<file path="src/sv/c8_pkg.sv">
package c8_pkg;
	localparam int MEM_BYTES = 4096;
	localparam int STACK_DEPTH = 16;
	localparam int SP_W = $clog2(STACK_DEPTH);
	localparam logic [11:0] START_RST = 12'h200;
	localparam logic [15:0] SEED_RST = 16'hACE1;
	localparam logic [15:0] LFSR_MASK = 16'hB400;

	localparam logic [1:0] CMD_WRITE = 2'd0;
	localparam logic [1:0] CMD_EXEC = 2'd1;
	localparam logic [1:0] CMD_ROW = 2'd2;
	localparam logic [1:0] CMD_SPARE = 2'd3;

	localparam logic [0:0] CFG_START = 1'b0;
	localparam logic [0:0] CFG_SEED = 1'b1;

	typedef struct packed {
		logic [1:0] cmd;
		logic [11:0] mem_address;
		logic [7:0] mem_data;
		logic [4:0] display_row;
		logic [15:0] key_mask;
	} in_t;

	typedef struct packed {
		logic [11:0] program_counter;
		logic [63:0] row_pixels;
		logic redraw;
		logic sound_on;
		logic waiting_key;
		logic bad_opcode;
	} out_t;

	// controller -> datapath
	typedef enum logic [3:0] {
		OP_NONE, OP_FETCH_HI, OP_FETCH_LO, OP_DECODE, OP_EXEC, OP_CLS, OP_SPR_RD,
		OP_SPR_ROW, OP_SPR_END, OP_BCD, OP_DUMP, OP_LOAD_RD, OP_LOAD_WR, OP_MEMWR,
		OP_ROWRD, OP_FINISH
	} dop_t;

	typedef struct packed {
		dop_t op;
		logic [5:0] cnt;
	} ctl_t;

	typedef enum logic [1:0] {
		K_SIMPLE, K_CLS, K_SPRITE, K_MULTI
	} kind_t;

	typedef enum logic [1:0] {
		M_BCD, M_DUMP, M_LOAD
	} sub_t;

	typedef struct packed {
		kind_t kind;
		sub_t sub;
		logic [4:0] len;
	} sts_t;

	function automatic logic [7:0] font_byte(input logic [6:0] a);
		logic [7:0] f [80];
		f = '{8'hF0,8'h90,8'h90,8'h90,8'hF0, 8'h20,8'h60,8'h20,8'h20,8'h70,
			8'hF0,8'h10,8'hF0,8'h80,8'hF0, 8'hF0,8'h10,8'hF0,8'h10,8'hF0,
			8'h90,8'h90,8'hF0,8'h10,8'h10, 8'hF0,8'h80,8'hF0,8'h10,8'hF0,
			8'hF0,8'h80,8'hF0,8'h90,8'hF0, 8'hF0,8'h10,8'h20,8'h40,8'h40,
			8'hF0,8'h90,8'hF0,8'h90,8'hF0, 8'hF0,8'h90,8'hF0,8'h10,8'hF0,
			8'hF0,8'h90,8'hF0,8'h90,8'h90, 8'hE0,8'h90,8'hE0,8'h90,8'hE0,
			8'hF0,8'h80,8'h80,8'h80,8'hF0, 8'hE0,8'h90,8'h90,8'h90,8'hE0,
			8'hF0,8'h80,8'hF0,8'h80,8'hF0, 8'hF0,8'h80,8'hF0,8'h80,8'h80};
		return (a < 7'd80) ? f[a] : 8'h00;
	endfunction
endpackage

</file>
<file path="src/sv/c8_ctrl.sv">
module c8_ctrl (
	input logic clk,
	input logic arst_n,
	input logic start,
	input logic [1:0] cmd,
	input c8_pkg::sts_t sts,
	output c8_pkg::ctl_t ctl,
	output logic busy
);
	import c8_pkg::*;

	typedef enum logic [13:0] {
		S_IDLE = 14'h0001, S_CLR = 14'h0002,
		S_FH = 14'h0004, S_FL = 14'h0008,
		S_DEC = 14'h0010, S_EX = 14'h0020,
		S_CLS = 14'h0040, S_SRD = 14'h0080,
		S_SROW = 14'h0100, S_SEND = 14'h0200,
		S_MULT = 14'h0400, S_LWR = 14'h0800,
		S_FIN = 14'h1000, S_ONE = 14'h2000
	} st_t;

	st_t st_q;
	logic [12:0] cnt_q;
	logic [1:0] cmd_q;

	assign busy = (st_q != S_IDLE);

	// reset sweep: clears memory and loads the font, one byte per cycle
	always_ff @(posedge clk or negedge arst_n) begin
		if (!arst_n) begin
			st_q <= S_CLR;
			cnt_q <= '0;
			cmd_q <= CMD_WRITE;
		end else begin
			unique case (st_q)
				S_IDLE: if (start) begin
					cmd_q <= cmd;
					cnt_q <= '0;
					st_q <= (cmd == CMD_EXEC) ? S_FH : S_ONE;
				end
				S_CLR: begin
					cnt_q <= cnt_q + 13'd1;
					if (cnt_q == 13'(MEM_BYTES - 1)) st_q <= S_IDLE;
				end
				S_ONE: st_q <= S_FIN;
				S_FH: st_q <= S_FL;
				S_FL: st_q <= S_DEC;
				S_DEC: st_q <= S_EX;
				S_EX: begin
					cnt_q <= '0;
					unique case (sts.kind)
						K_SIMPLE: st_q <= S_FIN;
						K_CLS: st_q <= S_CLS;
						K_SPRITE: st_q <= (sts.len == 5'd0) ? S_SEND : S_SRD;
						K_MULTI: st_q <= S_MULT;
					endcase
				end
				S_CLS: begin
					cnt_q <= cnt_q + 13'd1;
					if (cnt_q == 13'd31) st_q <= S_FIN;
				end
				S_SRD: st_q <= S_SROW;
				S_SROW: begin
					cnt_q <= cnt_q + 13'd1;
					st_q <= (cnt_q[4:0] + 5'd1 == sts.len) ? S_SEND : S_SRD;
				end
				S_SEND: st_q <= S_FIN;
				S_MULT: begin
					if (sts.sub == M_LOAD) st_q <= S_LWR;
					else begin
						cnt_q <= cnt_q + 13'd1;
						if (cnt_q[4:0] + 5'd1 == sts.len) st_q <= S_FIN;
					end
				end
				S_LWR: begin
					cnt_q <= cnt_q + 13'd1;
					st_q <= (cnt_q[4:0] + 5'd1 == sts.len) ? S_FIN : S_MULT;
				end
				S_FIN: st_q <= S_IDLE;
				default: st_q <= S_IDLE;
			endcase
		end
	end

	always_comb begin
		ctl.cnt = cnt_q[5:0];
		unique case (st_q)
			S_CLR: ctl.op = OP_NONE;
			S_ONE: ctl.op = (cmd_q == CMD_WRITE) ? OP_MEMWR :
				(cmd_q == CMD_ROW) ? OP_ROWRD : OP_NONE;
			S_FH: ctl.op = OP_FETCH_HI;
			S_FL: ctl.op = OP_FETCH_LO;
			S_DEC: ctl.op = OP_DECODE;
			S_EX: ctl.op = OP_EXEC;
			S_CLS: ctl.op = OP_CLS;
			S_SRD: ctl.op = OP_SPR_RD;
			S_SROW: ctl.op = OP_SPR_ROW;
			S_SEND: ctl.op = OP_SPR_END;
			S_MULT: ctl.op = (sts.sub == M_BCD) ? OP_BCD :
				(sts.sub == M_DUMP) ? OP_DUMP : OP_LOAD_RD;
			S_LWR: ctl.op = OP_LOAD_WR;
			S_FIN: ctl.op = OP_FINISH;
			default: ctl.op = OP_NONE;
		endcase
		if (st_q == S_CLR) ctl.cnt = '0;
	end
endmodule

</file>
<file path="config.mk">
export PLATFORM = sky130hd
export DESIGN_NAME = c8_ctrl
export DESIGN_NICKNAME = d
export VERILOG_FILES = /design/src/sv/c8_pkg.sv /design/src/sv/c8_ctrl.sv
export SDC_FILE = /design/constraint.sdc
export NUM_CORES = 1
export LEC_CHECK = 0
export BUFFER_PORTS_ARGS = -buffer_cell sky130_fd_sc_hd__clkbuf_2
export CORE_MARGIN = 1.5
export CORE_UTILIZATION = 35
export DETAILED_ROUTE_END_ITERATION = 8
export SLEW_MARGIN = 20
export SYNTH_ARGS = -nofsm -noshare
export SYNTH_HDL_FRONTEND = slang
export SYNTH_SLANG_ARGS = --single-unit
</file>
<file path="constraint.sdc">
create_clock -name clk -period 2.3 [get_ports clk]
set_input_delay 0.46 -clock clk [delete_from_list [all_inputs] [get_ports clk]]
set_output_delay 0.46 -clock clk [all_outputs]
set_load 0.03 [all_outputs]
</file>
==> After elaboration in Yosys (flattened, before gate mapping) <==
Index checks and enable logic that the tools add are counted.
{ "word_totals": {"out_inout_bits": 11, "wordCells": 65, "mem_bits_ro": 0, "in_bits": 14, "latchBits": 0, "ff_bits": 29, "ram_bits": 0, "memories": 0} }
{ "classes": {"eq_ne": 30, "mux": 20, "n_shift": 0, "div_mod_pow": 0, "magnitude_cmp": 0, "bitwise": 0, "n_reduce_logical": 10, "mul": 0, "add_sub_neg": 2} }
{ "ops": {"columns": ["operator", "count"], "rows": [
  ["$pmux 14 s12", 1],
  ["$mux 14", 6],
  ["$pmux 14 s4", 1],
  ["$pmux 13 s4", 1],
  ["$pmux 4 s12", 1],
  ["$mux 13", 3],
  ["$mux 10", 2],
  ["$eq 14x1->1 const B", 1],
  ["$eq 14x10->1 const B", 1],
  ["$eq 14x11->1 const B", 1],
  ["$eq 14x12->1 const B", 1],
  ["$eq 14x13->1 const B", 1],
  ["$eq 14x14->1 const B", 1],
  ["$eq 14x2->1 const B", 1],
  ["$eq 14x3->1 const B", 1],
  ["$eq 14x4->1 const B", 1],
  ["$eq 14x5->1 const B", 1],
  ["$eq 14x6->1 const B", 1],
  ["$eq 14x7->1 const B", 1],
  ["$eq 14x8->1 const B", 1],
  ["$eq 14x9->1 const B", 1],
  ["$ne 14x1->1 const B", 1],
  ["$add 13x1->13 const B", 1],
  ["$eq 13x12->1 const B", 1],
  ["other kinds (19)", 30]
]} }

==> Logic depth before layout (Yosys ltp) <==
{ "depth": {"word_depth": 5, "depth_mapped": 7, "mapped_depth_nobuf": 6} }

==> Worst setup path before layout <==
No wires, ideal clock.
{ "synth_path": {"path_kind": "register -> output", "from": "register st_q[2]", "to": "output ctl[6] in the netlist's numbering", "n_path_buf": 2, "path_stages_with_launch": 7, "required_time_ns": 1.840, "slack_ns": -0.320, "arrival_ns": 2.160, "path_cell_list": "dfrtp_1 buf_2 or4_1 clkbuf_1 nor3_1 nand4b_1 o2111ai_1"} }
{ "synth_lines": {"columns": ["element", "line_no", "source"], "rows": [
  ["from (decl)", "c8_ctrl.sv:22", "st_t st_q;"],
  ["from (signal assigned)", "c8_ctrl.sv:39", "st_q <= (cmd == CMD_EXEC) ? S_FH : S_ONE;"],
  ["from (signal assigned)", "c8_ctrl.sv:54", "K_SPRITE: st_q <= (sts.len == 5'd0) ? S_SEND : S_SRD;"],
  ["from (signal assigned)", "c8_ctrl.sv:65", "st_q <= (cnt_q[4:0] + 5'd1 == sts.len) ? S_SEND : S_SRD;"],
  ["to (decl)", "c8_ctrl.sv:7", "output c8_pkg::ctl_t ctl,"]
]} }

==> reports/results.ini <==
[outcome]
status = finished, violations left
failed_checks = negative setup slack

[floorplanning]
die_area_um2 = 6650
fp-row-count = 28
die_w_um = 81.6
fp.dieH_um = 81.6
fp.coreArea_um2 = 5960
io_pins = 25
start_util_pct = 36.3

[detailed_routing]
totalWireLength_um = 7040
ant_nets = 0
drc = 0
drtIter0Drc = 124
vias = 2302
drt_first_pass_iters = 4
wl_per_cell_um = 17.7
vias_per_cell = 5.80

[timing]
min_period_ns = 2.57
rsz0062_at_grt = yes
maxSlewHeadroom_pct = 47.4
setup_ws_ns = -0.274
slew_violations = 0
setup_violations = 13
max_freq_mhz = 388
finalCritPeriodShare_pct = 112
finClkSkew_ns = 0.0112
tightestPinTransition_ns = 0.790
finalHoldViolCount = 0

[pwr]
irDropWorstVdd_mv = 0.343
leakage_nw = 1.41
powerDensity_nw_per_um2 = 699

[final_layout]
final_common_cell = buf_4
area_growth_pct = 53.3
fin_nets = 336
final_cell_mix = 48 x buf_4, 24 x dfrtp_1, 19 x nand2_1, 14 x nor2_1, 13 x clkbuf_2
antenna_cells = 0
register_area_um2 = 732
stdcell_area_um2 = 3310
multi_input_area_um2 = 1630
layout-drive-gt1-share_pct = 49.4
nFillCells = 544

[clock_network]
clockBufferDepth = 2
postCtsHoldBufs = 0
cts_tree = built
clkLatencyLatePin_ns = 0.29
htree_levels = 2
cts_made_buffers = 5
cts.clk_slew.worst_paths_ns = 0.07
clock_sinks = 29
root_buffer = clkbuf_8

[synth]
synth.distinct_cells = 56
synth_edf_count = 0
syn_area_per_cell_um2 = 8.85
ys_seq_area_share_pct = 33.7
ys.flop_type = dfrtp_1
ys_ff_latch = 29
ys_warn_count = 0
syn_area_um2 = 2160
synth_cells = 244
synth_nets = 259
async_reset_ff_share_pct = 100

[critical_path]
required_ns = 1.84
cp_max_fo = 5
critPathKind = flop to output pin
cp-end-kind = output pin
arrival_ns = 2.11
start_kind = flop

[global_route]
track_usage_pct = 22.3
grt_first_pass_wirelength_um = 11100
antenna_found_initial = 0
grt_max_degree = 30
grt_pass1_vias = 2264
grt_overflow = 0

[placement]
gp_congestion = 0.912
dp_slack_ns = -0.0872
placement.io_buffers = 24
dpl_cell_area_um2 = 2710
dp_hpwl_um = 4900

[flow_run]
drv_cap = 0

[hold_path]
hold_path.class = input port to asynchronous set/reset pin

routing by layer:
layer / up-vias / routed length, µm / global-route usage (%)
met5: - / 0 / 0
met4: 0 / 106 / 7.41
met3: 10 / 291 / 4.56
met2: 63 / 3650 / 38.6
met1: 1138 / 2990 / 27.5
li1: 1091 / - / -
kinds of logic after synthesis:
group | after synthesis | share of synthesized area [%]
AND/OR/NAND/NOR | 119 | 35.7
AO/OA/AOI/OAI | 51 | 16.3
flip-flops | 29 | 33.7
buffers and inverters | 25 | 5.04
XOR/XNOR | 14 | 6.32
multiplexers | 5 | 2.38
adder cells (fa/ha/maj) | 1 | 0.579
area by class of cell:
| class | count | area share [%] |
|---|---|---|
| sequential | 29 | 22.1 |
| clock inverter | 1 | 0.151 |
| multi-input combinational | 191 | 49.4 |
| tap | 75 | 2.83 |
| clock buffer | 7 | 2.91 |
| timing repair buffer | 83 | 21.4 |
| inverter | 11 | 1.25 |
flip-flops by register name, indices dropped and copies added, names as in the netlist:
register / count
st_q: 14
cnt_q: 13
cmd_q: 2
synthesized netlist by cell type (2+ instances only):
| master | number | area (µm²) |
|---|---|---|
| nand4_1 | 9 | 56.3 |
| a21o_1 | 2 | 15.0 |
| nor4_2 | 3 | 37.5 |
| o22ai_1 | 2 | 12.5 |
| or3_1 | 5 | 31.3 |
| nor3_1 | 10 | 50.1 |
| nor4b_2 | 2 | 30.0 |
| xor2_1 | 5 | 43.8 |
| dfrtp_1 | 28 | 701 |
| o31ai_1 | 4 | 30.0 |
| o221ai_1 | 3 | 26.3 |
| nor4_4 | 2 | 42.5 |
| clkbuf_1 | 7 | 26.3 |
| nand3_1 | 8 | 40.0 |
| a31oi_1 | 2 | 12.5 |
| a31o_1 | 2 | 17.5 |
| nor3b_1 | 2 | 15.0 |
| buf_2 | 6 | 30.0 |
| nor2_1 | 14 | 52.6 |
| and4b_1 | 2 | 20.0 |
| mux2i_1 | 4 | 40.0 |
| nand2b_1 | 6 | 37.5 |
| or4b_1 | 3 | 30.0 |
| o21ai_0 | 5 | 25.0 |
| nand2_1 | 23 | 86.3 |
| nor4_1 | 5 | 31.3 |
| inv_1 | 11 | 41.3 |
| o2111ai_1 | 3 | 26.3 |
| and2_1 | 3 | 18.8 |
| o21ai_1 | 5 | 25.0 |
| or4_1 | 12 | 90.1 |
| xnor2_1 | 8 | 70.1 |
| o32ai_1 | 2 | 17.5 |
| a21oi_1 | 14 | 70.1 |
power by group:
part	total (mW)	internal [mW]	switching (mW)
combinational	1.23	0.577	0.653
sequential	0.598	0.552	0.0462
clock	0.487	0.270	0.217
total	2.31	1.40	0.915
critical path, stage by stage, from the launching register on:
cell       delay [ns]
dfstp_2          0.40
or4_4            0.57
nor3_4           0.20
nand4b_1         0.15
buf_6            0.16
o2111ai_4        0.20
buf_8            0.16
final timing paths:
path / end / cells past startpoint / slack [ns] / startpoint
min reg2reg: cmd_q[0]$_DFFE_PN0P_ / 1 / 0.54 / cmd_q[0]$_DFFE_PN0P_
max in group asynchronous: st_q[7]$_DFFE_PN0P_ / 1 / 1.50 / arst_n
max: ctl[6] / 6 / -0.27 / st_q[1]$_DFFE_PN1P_
max reg2reg: cnt_q[8]$_DFFE_PN0P_ / 8 / -0.02 / st_q[11]$_DFFE_PN0P_
min: cmd_q[1]$_DFFE_PN0P_ / 1 / 0.23 / arst_n
min in group clk: st_q[2]$_DFFE_PN0P_ / 2 / 0.34 / cmd[1]
metrics by stage:
| step | power, mW | setup TNS [ns] | hold slack [ns] | utilization (%) | std cells |
|---|---|---|---|---|---|
| detailed placement | 1.53 | -0.126 | 0.524 | 45.4 | 376 |
| global route | 2.44 | -2.22 | 0.291 | 55.6 | 397 |
| global placement | 1.52 | -0.0399 | 0.534 | 45.4 | 376 |
| CTS | 2.17 | -1.36 | 0.273 | 51.2 | 391 |
| floorplan | 1.18 | -0.128 | 0.164 | - | 244 |
| finish | 2.31 | -1.25 | 0.232 | 55.6 | 397 |
repair_timing:
item,CTS,global route
cloned,0,1
buffers inserted,7,9
resized for setup,46,58
pin swaps,6,24
endpoints found under the setup margin,12,29
endpoints found under the hold margin,0,0
Power figures use the tool's default switching activity.
